===== config.mk =====
export PLATFORM = sky130hd
export DESIGN_NAME = dram_bank_request_scheduler_core
export DESIGN_NICKNAME = d
export VERILOG_FILES = /design/src/hdl/dbrs_pkg.sv /design/src/hdl/dbrs_datapath.sv /design/src/hdl/dbrs_ctrl.sv /design/src/hdl/dram_bank_request_scheduler_core.sv
export VERILOG_INCLUDE_DIRS = /design/src /design/src/hdl
export SDC_FILE = /design/constraint.sdc
export NUM_CORES = 2
export LEC_CHECK = 0
export BUFFER_PORTS_ARGS = -buffer_cell sky130_fd_sc_hd__buf_2
export CELL_PAD_IN_SITES_DETAIL_PLACEMENT = 1
export CELL_PAD_IN_SITES_GLOBAL_PLACEMENT = 2
export CORE_MARGIN = 1
export CORE_UTILIZATION = 40
export DETAILED_ROUTE_END_ITERATION = 10
export PLACE_DENSITY_LB_ADDON = 0.1
export SKIP_LAST_GASP = 1
export SYNTH_ARGS = -nofsm -noshare
export SYNTH_HDL_FRONTEND = slang
export SYNTH_SLANG_ARGS = --single-unit

===== constraint.sdc =====
create_clock -name clk -period 17 [get_ports clk]
set_input_delay 2.55 -clock clk [delete_from_list [all_inputs] [get_ports clk]]
set_output_delay 2.55 -clock clk [all_outputs]
set_load 0.01 [all_outputs]

===== src/hdl/dram_bank_request_scheduler_core_defines.svh =====
// Assertion macros shared by the scheduler files.
`ifndef DRAM_BANK_REQUEST_SCHEDULER_CORE_DEFINES_SVH
`define DRAM_BANK_REQUEST_SCHEDULER_CORE_DEFINES_SVH
// Implication checked on every clock edge outside reset.
`define DBRS_ASSERT_IMP(label, ante, cons, msg) \
  label: assert property (@(posedge clk) disable iff (rst) (ante) |-> (cons)) else $error(msg);
// Next-cycle implication checked outside reset.
`define DBRS_ASSERT_NXT(label, ante, cons, msg) \
  label: assert property (@(posedge clk) disable iff (rst) (ante) |=> (cons)) else $error(msg);
`endif


===== src/hdl/dbrs_pkg.sv =====
// Package with types, constants and codes for the DRAM bank request scheduler.
package dbrs_pkg;
  localparam int QUEUE_DEPTH = 16;
  localparam int NUM_BANKS   = 8;
  localparam int QW = $clog2(QUEUE_DEPTH);
  localparam int CW = $clog2(QUEUE_DEPTH + 1);
  localparam int BW = $clog2(NUM_BANKS);

  localparam logic [1:0] REG_POLICY = 2'd0;
  localparam logic [1:0] REG_HIT    = 2'd1;
  localparam logic [1:0] REG_MISS   = 2'd2;

  typedef struct packed {
    logic        request_present;
    logic [15:0] request_serial;
    logic [3:0]  request_thread;
    logic [2:0]  request_bank;
    logic [15:0] request_row;
  } in_item_t;

  typedef struct packed {
    logic [2:0]  bank_index;
    logic        issued;
    logic [15:0] issued_serial;
    logic [3:0]  issued_thread;
    logic [15:0] issued_row;
    logic        row_hit;
    logic        bank_busy;
    logic        request_accepted;
    logic        queue_full;
    logic        work_done;
    logic        last;
  } out_item_t;

  typedef struct packed {
    logic [15:0] serial;
    logic [3:0]  thread;
    logic [2:0]  bank;
    logic [15:0] row;
  } entry_t;

  typedef enum logic [2:0] {
    ST_IDLE, ST_SCAN, ST_ISSUE, ST_APPEND, ST_EMIT
  } state_t;

  // Controller to datapath.
  typedef struct packed {
    logic start;     // latch tick, clear per-bank results
    logic scan_init; // begin scanning queue for current bank
    logic scan_step; // examine one entry
    logic issue;     // take chosen entry for current bank
    logic next_bank; // advance bank pointer
    logic append;    // append offered request and decrement countdowns
    logic emit_next; // advance output bank pointer
  } cmd_t;

  // Datapath to controller.
  typedef struct packed {
    logic scan_done;  // scan reached the end or found a final choice
    logic bank_ready; // current bank idle and queue not empty
    logic found;      // a candidate exists
    logic shifting;   // removal compaction in progress
    logic last_bank;  // bank pointer at the highest bank
    logic emit_last;  // output pointer at the highest bank
  } status_t;
endpackage


===== src/hdl/dbrs_datapath.sv =====
// Datapath of the scheduler: queue, bank state, selection scan and results.
module dbrs_datapath (
  input  logic                clk,
  input  logic                rst,
  input  dbrs_pkg::cmd_t      cmd,
  output dbrs_pkg::status_t   status,
  input  dbrs_pkg::in_item_t  item,
  input  logic                cfg_we,
  input  logic [1:0]          cfg_index,
  input  logic [7:0]          cfg_data,
  output dbrs_pkg::out_item_t result
);
  import dbrs_pkg::*;
  `include "dram_bank_request_scheduler_core_defines.svh"

  logic       policy_mode;
  logic [7:0] row_hit_latency, row_miss_latency;
  entry_t     queue [QUEUE_DEPTH];
  logic [CW-1:0] queue_count;
  logic [7:0] countdown [NUM_BANKS];
  logic [15:0] open_row [NUM_BANKS];
  logic [NUM_BANKS-1:0] row_valid;
  in_item_t   tick;
  logic       accepted;
  logic [BW-1:0] bank, emit_bank;
  logic [CW-1:0] scan, cand_pos, shift_pos;
  logic       cand, cand_hit, shifting, picked;
  entry_t     taken [NUM_BANKS];
  logic [NUM_BANKS-1:0] issued, hit;

  logic same_bank, row_match, final_pick;
  entry_t cur;
  assign cur = queue[scan[QW-1:0]];
  assign same_bank = ({{(BW+1-3){1'b0}}, cur.bank} == {1'b0, bank});
  assign row_match = row_valid[bank] && (cur.row == open_row[bank]);
  assign final_pick = same_bank && (!policy_mode || row_match);

  // The scan ends once the queue is exhausted or a final choice has been registered.
  assign status.scan_done = (scan >= queue_count) || picked;
  assign status.bank_ready = (queue_count != '0) && (countdown[bank] == '0);
  assign status.found = cand;
  assign status.shifting = shifting;
  assign status.last_bank = (bank == BW'(NUM_BANKS - 1));
  assign status.emit_last = (emit_bank == BW'(NUM_BANKS - 1));

  always_ff @(posedge clk) begin
    if (rst) begin
      policy_mode <= 1'b0;
      row_hit_latency <= 8'd2;
      row_miss_latency <= 8'd6;
      queue_count <= '0;
      row_valid <= '0;
      shifting <= 1'b0;
      for (int i = 0; i < NUM_BANKS; i++) begin
        countdown[i] <= '0;
        open_row[i] <= '0;
      end
    end else begin
      if (cfg_we) begin
        unique case (cfg_index)
          REG_POLICY: policy_mode <= cfg_data[0];
          REG_HIT:    row_hit_latency <= cfg_data;
          REG_MISS:   row_miss_latency <= cfg_data;
          default: ;
        endcase
      end
      if (cmd.start) begin
        tick <= item;
        accepted <= item.request_present && (queue_count < CW'(QUEUE_DEPTH));
        bank <= '0;
        emit_bank <= '0;
        issued <= '0;
        hit <= '0;
      end
      if (cmd.scan_init) begin
        scan <= '0;
        cand <= 1'b0;
        picked <= 1'b0;
      end
      if (cmd.scan_step && !picked && scan < queue_count) begin
        if (same_bank && (!cand || final_pick)) begin
          cand <= 1'b1;
          cand_pos <= scan;
          cand_hit <= row_match;
        end
        if (same_bank && final_pick) picked <= 1'b1;
        else scan <= scan + 1'b1;
      end
      if (cmd.issue) begin
        taken[bank] <= queue[cand_pos[QW-1:0]];
        issued[bank] <= 1'b1;
        hit[bank] <= cand_hit;
        countdown[bank] <= cand_hit ? row_hit_latency : row_miss_latency;
        open_row[bank] <= queue[cand_pos[QW-1:0]].row;
        row_valid[bank] <= 1'b1;
        shift_pos <= cand_pos;
        shifting <= 1'b1;
      end
      if (shifting) begin
        // One compaction step per cycle closes the gap left by the removal.
        if (shift_pos + 1'b1 < queue_count) begin
          queue[shift_pos[QW-1:0]] <= queue[shift_pos[QW-1:0] + 1'b1];
          shift_pos <= shift_pos + 1'b1;
        end else begin
          queue_count <= queue_count - 1'b1;
          shifting <= 1'b0;
        end
      end
      if (cmd.next_bank) bank <= bank + 1'b1;
      if (cmd.append) begin
        if (accepted) begin
          queue[queue_count[QW-1:0]] <= entry_t'{tick.request_serial,
            tick.request_thread, tick.request_bank, tick.request_row};
          queue_count <= queue_count + 1'b1;
        end
        for (int i = 0; i < NUM_BANKS; i++)
          if (countdown[i] != '0) countdown[i] <= countdown[i] - 1'b1;
      end
      if (cmd.emit_next) emit_bank <= emit_bank + 1'b1;
    end
  end

  logic any_busy;
  always_comb begin
    any_busy = 1'b0;
    for (int i = 0; i < NUM_BANKS; i++) any_busy |= (countdown[i] != '0);
  end

  always_comb begin
    result = '0;
    result.bank_index = 3'(emit_bank);
    result.issued = issued[emit_bank];
    if (issued[emit_bank]) begin
      result.issued_serial = taken[emit_bank].serial;
      result.issued_thread = taken[emit_bank].thread;
      result.issued_row = taken[emit_bank].row;
    end
    result.row_hit = hit[emit_bank];
    result.bank_busy = countdown[emit_bank] != '0;
    result.request_accepted = accepted;
    result.queue_full = queue_count >= CW'(QUEUE_DEPTH);
    result.work_done = (queue_count == '0) && !any_busy;
    result.last = status.emit_last;
  end

  `DBRS_ASSERT_IMP(a_count_range, 1'b1, queue_count <= CW'(QUEUE_DEPTH), "queue count overflow")
  `DBRS_ASSERT_IMP(a_issue_cand, cmd.issue, cand && !shifting, "issue without candidate")
  `DBRS_ASSERT_NXT(a_issue_busy, cmd.issue, row_valid[$past(bank)], "row not marked open")
endmodule


===== src/hdl/dbrs_ctrl.sv =====
// Controller state machine that sequences one tick through the banks.
module dbrs_ctrl (
  input  logic              clk,
  input  logic              rst,
  input  logic              in_valid,
  output logic              in_ready,
  output logic              out_valid,
  input  logic              out_ready,
  input  dbrs_pkg::status_t status,
  output dbrs_pkg::cmd_t    cmd
);
  import dbrs_pkg::*;
  `include "dram_bank_request_scheduler_core_defines.svh"

  state_t state, state_next;

  always_ff @(posedge clk) begin
    if (rst) state <= ST_IDLE;
    else state <= state_next;
  end

  always_comb begin
    state_next = state;
    cmd = '0;
    in_ready = 1'b0;
    out_valid = 1'b0;
    unique case (state)
      ST_IDLE: begin
        in_ready = 1'b1;
        if (in_valid) begin
          cmd.start = 1'b1;
          state_next = ST_SCAN;
        end
      end
      ST_SCAN: begin
        if (!status.shifting) begin
          if (!status.bank_ready) begin
            cmd.next_bank = !status.last_bank;
            state_next = status.last_bank ? ST_APPEND : ST_SCAN;
          end else begin
            cmd.scan_init = 1'b1;
            state_next = ST_ISSUE;
          end
        end
      end
      ST_ISSUE: begin
        cmd.scan_step = 1'b1;
        if (status.scan_done) begin
          cmd.scan_step = 1'b0;
          if (status.found) cmd.issue = 1'b1;
          cmd.next_bank = !status.last_bank;
          state_next = status.last_bank ? ST_APPEND : ST_SCAN;
        end
      end
      ST_APPEND: begin
        if (!status.shifting) begin
          cmd.append = 1'b1;
          state_next = ST_EMIT;
        end
      end
      ST_EMIT: begin
        out_valid = 1'b1;
        if (out_ready) begin
          cmd.emit_next = !status.emit_last;
          if (status.emit_last) state_next = ST_IDLE;
        end
      end
      default: state_next = ST_IDLE;
    endcase
  end

  `DBRS_ASSERT_IMP(a_ready_idle, in_ready, state == ST_IDLE, "ready outside idle")
  `DBRS_ASSERT_IMP(a_one_cmd, 1'b1, $onehot0({cmd.issue, cmd.append, cmd.start}),
                   "conflicting commands")
  `DBRS_ASSERT_NXT(a_emit_hold, out_valid && !out_ready, out_valid, "result withdrawn")
endmodule


===== src/hdl/dram_bank_request_scheduler_core.sv =====
// Top level of the DRAM bank request scheduler.
// One input transfer is one DRAM tick, optionally carrying a request; it yields
// NUM_BANKS result transfers in bank order, the last flagged by last. Banks are
// served one after another by a shared queue scan: a busy bank is skipped, an
// idle bank has the queue examined entry by entry, and each issue is followed
// by moving the later entries down to close the gap before work goes on. The
// offered request is appended after the last bank has been served, and then
// the results are emitted.
// One tick is handled at a time. Configuration writes are accepted at any time
// but should only be made between ticks.
module dram_bank_request_scheduler_core (
  input  logic                clk,
  input  logic                rst,
  input  logic                in_valid,
  output logic                in_ready,
  input  dbrs_pkg::in_item_t  in_data,
  output logic                out_valid,
  input  logic                out_ready,
  output dbrs_pkg::out_item_t out_data,
  input  logic                cfg_valid,
  output logic                cfg_ready,
  input  logic [1:0]          cfg_index,
  input  logic [7:0]          cfg_data
);
  import dbrs_pkg::*;

  cmd_t    cmd;
  status_t status;

  // Configuration is always taken.
  assign cfg_ready = 1'b1;

  dbrs_ctrl u_ctrl (
    .clk, .rst, .in_valid, .in_ready, .out_valid, .out_ready,
    .status, .cmd
  );

  dbrs_datapath u_dp (
    .clk, .rst, .cmd, .status, .item(in_data),
    .cfg_we(cfg_valid), .cfg_index, .cfg_data, .result(out_data)
  );
endmodule

Yosys cells after proc, flatten, opt, wreduce, memory -nomap -nowiden
Memories as Yosys holds them, arrays and structs flattened. A register that Yosys moved wholly into a read port is not among the register bits. Cells that the tools add are included.

Add/subtract/negate cells: 15. Multipliers: 0. Divide/modulo/power cells: 0. Order comparisons: 8. Equal/unequal tests: 16. Shift-type cells: 0. Muxes and demuxes: 133. Bitwise gates (word level): 18. Reductions and logical operators: 46.

Operators with widths (count): $mux 8 (16); $mux 1 (75); $reduce_bool 8->1 (9); $sub 8x1->8 const B (8); $mux 3 (17); $mux 5 (10); $mux 39 (1); $reduce_or 39->1 (1); $mux 36 (1); $eq 16x16->1 (1); $mux 16 (1); $or 8x8->8 (2); $reduce_or 16->1 (1); $add 5x1->5 const B (3); $or 1x1->1 (15); $pmux 3 s5 (1); $mux 4 (3); $reduce_and 2->1 (6); $logic_and 1x1->1 (10); $lt 5x5->1 (2); $ne 2x2->1 const B (5); $bmux 1 s3 (3); $eq 3x3->1 const B (3); $bwmux 8 (1); other kinds (29) (41).

Flip-flop bits (word level): 114. Bits in latches: 0. Memory bits (writable): 1128. ROM bits: 0. Input bits: 55. Output and inout port bits: 49. Logic and storage cells: 262. Memories: 4.

Memory list: u_dp.queue (depth 16, width 39, rd ports 3, clocked after Yosys merged registers in 2, wr ports 1, RTL line dbrs_datapath.sv:18) `entry_t queue [QUEUE_DEPTH];`; u_dp.taken (depth 8, width 39, rd ports 1, clocked after Yosys merged registers in 1, wr ports 1, RTL line dbrs_datapath.sv:28) `entry_t taken [NUM_BANKS];`; u_dp.open_row (depth 8, width 16, rd ports 1, clocked after Yosys merged registers in 1, wr ports 8, RTL line dbrs_datapath.sv:21) `logic [15:0] open_row [NUM_BANKS];`; u_dp.countdown (depth 8, width 8, rd ports 10, clocked after Yosys merged registers in 2, wr ports 8, RTL line dbrs_datapath.sv:20) `logic [7:0] countdown [NUM_BANKS];`.

Logic depth before layout (Yosys ltp)
An unclocked memory read counts as a cell.

Depth after elaboration: 11. Mapped depth: 14. Depth with buffers taken out: 11.

Modules after synthesis
Synthesis repeated with hierarchy kept, for this count alone.

Cell total of the unflattened synthesis: 3855. Area, all modules: 64398.0 sq um.

Modules (own cells, without submodules): dbrs_datapath (instances 1, cells each 3822, area each 64121.5 sq um, seq. area each 36455.0 sq um); dbrs_ctrl (instances 1, cells each 31, area each 265.3 sq um, seq. area each 60.1 sq um); dram_bank_request_scheduler_core (instances 1, cells each 2, area each 11.3 sq um, seq. area each 0.0 sq um).

Worst setup path after synthesis
Ideal clock, no wire load.

Path kind: input port to flip-flop. Start point: input rst. End point: memory u_dp.queue[4][0] (netlist bit), enable pin. Setup time: 0.435 ns. Arrival: 5.148 ns. Required time: 16.565 ns. Path slack: 11.417 ns. Stages on the path: 6. Cell sequence: inv_1 nand2_1 clkbuf_1 clkbuf_1 a31oi_1 nor2_1.

Cells in the longest elaborated chain, start to end: 4. Elaborated cells between the ends (all ways): 7. Those cells by class: mux: 6; reduce/logical: 1.

Ends and longest elaborated chain: from (decl) (RTL line dram_bank_request_scheduler_core.sv:13) `input logic rst,`; $mux 1 (RTL line dbrs_datapath.sv:47) `if (rst) begin`; $mux 1 (not written as such) (RTL line dbrs_datapath.sv:112) `queue[queue_count[QW-1:0]] <= entry_t'{tick.request_serial,`; $reduce_or 39->1 (no source line); $mux 4 (no source line) / $mux 1 (equally long branches); to (decl) (RTL line dbrs_datapath.sv:18).

Parallel ways exist; a longest one is shown, timed or not.

==> results.md <==
* Iteration count of the initial detailed-routing pass at 7
* Fmax at 0.159 GHz
* Reg power frac at 49.1%
* Synth cell types at 79
* Core Area at 0.141 sq mm
* Setup tns final at 0 ps
* Num ports at 104
* Period utilisation layout at 37.0%
* RSZ-0062 raised after global routing: no
* Root Buffer: clkbuf_16
* Routed wire length per instance at 31.0 um
* CP Buf/Inv Count at 3
* WP data required at 14450 ps
* Layout Nets at 3282
* Switch share at 23.1%
* Status: finished, final reports clean
* Register clock-pin slew on the reported worst setup and hold paths at 60 ps
* Worst Hold Margin at 474 ps
* Drt total wl at 161000 um
* Max Slew Vio Count at 0
* Worst-path fanout max at 44
* Slew headroom at 11.9%
* Post-synth ARST share at 0%
* Avg Inst Size Synth at 18.5 sq um
* Top delay family on crit path: buffers and inverters
* Die Footprint at 0.144 sq mm
* Port buffer count at 102
* Die X at 379 um
* Num CTS Buffers at 140
* # rows at 138
* Combinational power share at 7.9%
* Htree depth at 4
* Total setup violations reported at the end of the flow at 0
* Post-CTS setup buffer count at 0
* Post-synth EDFFs at 1184
* Switch Pwr at 1620 uW
* Clock power share at 43.0%
* Synth-to-Final Area Change at 13.0%
* #FFs+latches synth at 1232
* Final Cell Area at 0.0644 sq mm
* Antenna violations before repair at 6
* Ys flop type: edfxtp_1
* P_leak at 0.0211 uW
* Die H at 379 um
* Post-Syn Area at 0.0569 sq mm
* Int Pwr at 5400 uW
* Number of max-cap violations at 0
* CP endpoint kind: primary output
* Number of global-route vias before repair at 33800
* 1st-iter DRT viols at 2428
* Hold-fix buffers, CTS at 0
* Peak supply drop at 0.135 mV
* Fraction of layout cells with a size suffix above 1 at 31.9%
* CP max stage delay at 660 ps
* Largest net degree at the start of global routing at 62
* Critical path, cell by cell: buf_4 -> buf_4 -> mux4_2 -> mux2i_1 -> nor2_1 -> buf_2
* Worst path most repeated cell: buf_4
* Startpoint Class: flip-flop
* Slowest cell on crit path: buf_4
* Min Tclk post-route at 6290 ps
* Vias at 31000
* CTS tree: done
* Clock Sinks at 1232
* Tot GR Track Use at 22.8%
* Initial Utilization at 40.3%
* Synth Net Count at 3161
* Mapped Cells at 3072
* Worst-Margin Slew at 1310 ps
* RD Place Congestion at 0.789
* GRT overflow at 0
* Arr. time, crit path at 3740 ps
* Seq/Total Area, Yosys at 64.1%
* Clk Latency, worst-skew pair at 770 ps
* CTS max path bufs at 3
* Fillers at 13100
* Clock skew at 21.6 ps
* Post-DRT Antenna Nets at 0
* Yosys warns at 0
* Remaining DRCs at 0
* Hold Crit Class: reg2reg
* CP Class: reg2out
* Detailed placement HPWL at 95200 um
* Post-CTS Resized at 0
* Area after DPL at 0.0598 sq mm
* Via-to-Cell Ratio at 5.98
* Power density over the cells at 109 mW/mm^2
* Final number of hold-violating endpoints at 0
* Global-route wire length before repair at 235000 um
* Setup slack, reg-to-reg at 11440 ps
## registers in the layout, summed over array words and instances (netlist names), 3 cells and up, named ones only
register               cells
u_dp.cand_pos              5
u_dp.open_row            128
u_ctrl.state               3
u_dp.issued                8
u_dp.countdown            64
u_dp.tick                 39
u_dp.hit                   8
u_dp.row_valid             8
u_dp.bank                  3
u_dp.scan                  5
u_dp.row_hit_latency       8
u_dp.queue_count           5
u_dp.row_miss_latency      8
u_dp.shift_pos             5
u_dp.queue               624
u_dp.taken               288
u_dp.emit_bank             3
## metal layers
metal / part of all wire (%) / track usage (%) / wire (um) / vias up
met5: 0 / 0 / 0 / -
met4: 1.8 / 5.49 / 2960 / 0
met3: 4.3 / 3.30 / 6970 / 197
met2: 51 / 39.3 / 82800 / 778
met1: 42 / 30.3 / 68300 / 17000
li1: - / - / - / 13000
## logic make-up after synthesis
kind of cell,share of synthesized area [%]
flip-flops,64.1
multiplexers,25.1
AND/OR/NAND/NOR,4.12
adder cells (fa/ha/maj),0.747
buffers and inverters,2.02
other,0.00659
XOR/XNOR,0.938
AO/OA/AOI/OAI,2.93
## cell usage after synthesis (all sizes together) (3+ instances only)
| library cell | instances | area share, % |
|---|---|---|
| edfxtp | 1184 | 62 |
| mux4 | 550 | 22 |
| nor2 | 243 | 1.6 |
| mux2i | 115 | 2.0 |
| clkbuf | 113 | 0.74 |
| nand2 | 99 | 0.65 |
| buf | 88 | 0.80 |
| inv | 71 | 0.47 |
| mux2 | 62 | 1.3 |
| o22ai | 51 | 0.56 |
| dfxtp | 48 | 1.7 |
| xnor2 | 48 | 0.74 |
| o21ai | 37 | 0.33 |
| ha | 34 | 0.75 |
| a21oi | 26 | 0.23 |
| nor3 | 24 | 0.21 |
| nand3 | 23 | 0.20 |
| a211oi | 17 | 0.22 |
| or4 | 15 | 0.20 |
| nor4 | 14 | 0.15 |
| a22oi | 13 | 0.17 |
| and2 | 13 | 0.14 |
| and3 | 13 | 0.14 |
| o21a | 13 | 0.17 |
| or3 | 13 | 0.14 |
| xor2 | 13 | 0.20 |
| a22o | 12 | 0.18 |
| a21o | 10 | 0.13 |
| nor2b | 10 | 0.11 |
| a31oi | 9 | 0.099 |
| nand2b | 9 | 0.099 |
| or2 | 9 | 0.099 |
| o211ai | 8 | 0.13 |
| a221oi | 5 | 0.099 |
| nand3b | 5 | 0.066 |
| o31ai | 5 | 0.066 |
| a2111oi | 4 | 0.14 |
| a211o | 4 | 0.062 |
| nand4 | 4 | 0.044 |
| nor3b | 4 | 0.053 |
| or3b | 4 | 0.066 |
| o21bai | 3 | 0.040 |
## path summary, 6_finish.rpt
path	start	to	cells past startpoint
setup / recovery	flip-flop	out_data[41]	6
hold / removal	u_dp.row_valid[1]	u_dp.row_valid[1]	1
hold reg to reg	u_dp.row_valid[1]	u_dp.row_valid[1]	1
setup reg to reg	u_dp.shift_pos[0]	u_dp.queue[3][26]	12
## power by group through the flow
stage,clock [uW],combinational [uW],sequential (uW)
4_1_cts,3080,567,3440
2_1_floorplan,0,400,3490
5_1_grt,3180,604,3450
3_3_place_gp,0,549,3510
6_report,3010,556,3440
3_5_place_dp,0,565,3510
## placed cells by master, fill, tap and decap left out, types with 14 or more instances in the layout
| master | n |
|---|---|
| o21ai_1 | 14 |
| nor2_4 | 17 |
| clkinv_1 | 25 |
| clkbuf_1 | 27 |
| mux2i_1 | 109 |
| a211oi_1 | 17 |
| inv_1 | 61 |
| ha_1 | 33 |
| o21ai_0 | 19 |
| clkbuf_16 | 140 |
| nor3_1 | 24 |
| buf_4 | 78 |
| clkinv_2 | 19 |
| mux4_2 | 537 |
| or4_1 | 14 |
| nor2_1 | 226 |
| nand2_1 | 98 |
| dfxtp_1 | 37 |
| o22ai_1 | 51 |
| a21oi_1 | 26 |
| edfxtp_1 | 1184 |
| buf_2 | 102 |
| nand3_1 | 23 |
| mux2_2 | 58 |
| xnor2_1 | 46 |
## through the flow
| stage | power [uW] | cells | setup slack, ps | utilization, % |
|---|---|---|---|---|
| 6_report | 7010 | 5191 | 10710 | 45.5 |
| 5_1_grt | 7230 | 5190 | 10420 | 45.5 |
| 4_1_cts | 7100 | 5190 | 10600 | 45.5 |
| 3_5_place_dp | 4070 | 4941 | 10410 | 42.3 |
| 3_3_place_gp | 4050 | 4941 | 10520 | 42.3 |
| 2_1_floorplan | 3890 | 3072 | 11420 | - |
## final cells by class
| class | count | area, sq um | area share (%) |
|---|---|---|---|
| inverter | 71 | 267 | 0.414 |
| tap | 1890 | 2360 | 3.67 |
| timing repair buffer | 180 | 1100 | 1.70 |
| sequential | 1232 | 36500 | 56.8 |
| multi-input combinational | 1568 | 19500 | 30.3 |
| clock buffer | 172 | 3670 | 5.71 |
| antenna | 1 | 2.50 | 0.00389 |
| clock inverter | 77 | 908 | 1.41 |
No activity file was read; power rests on OpenSTA's default activity.
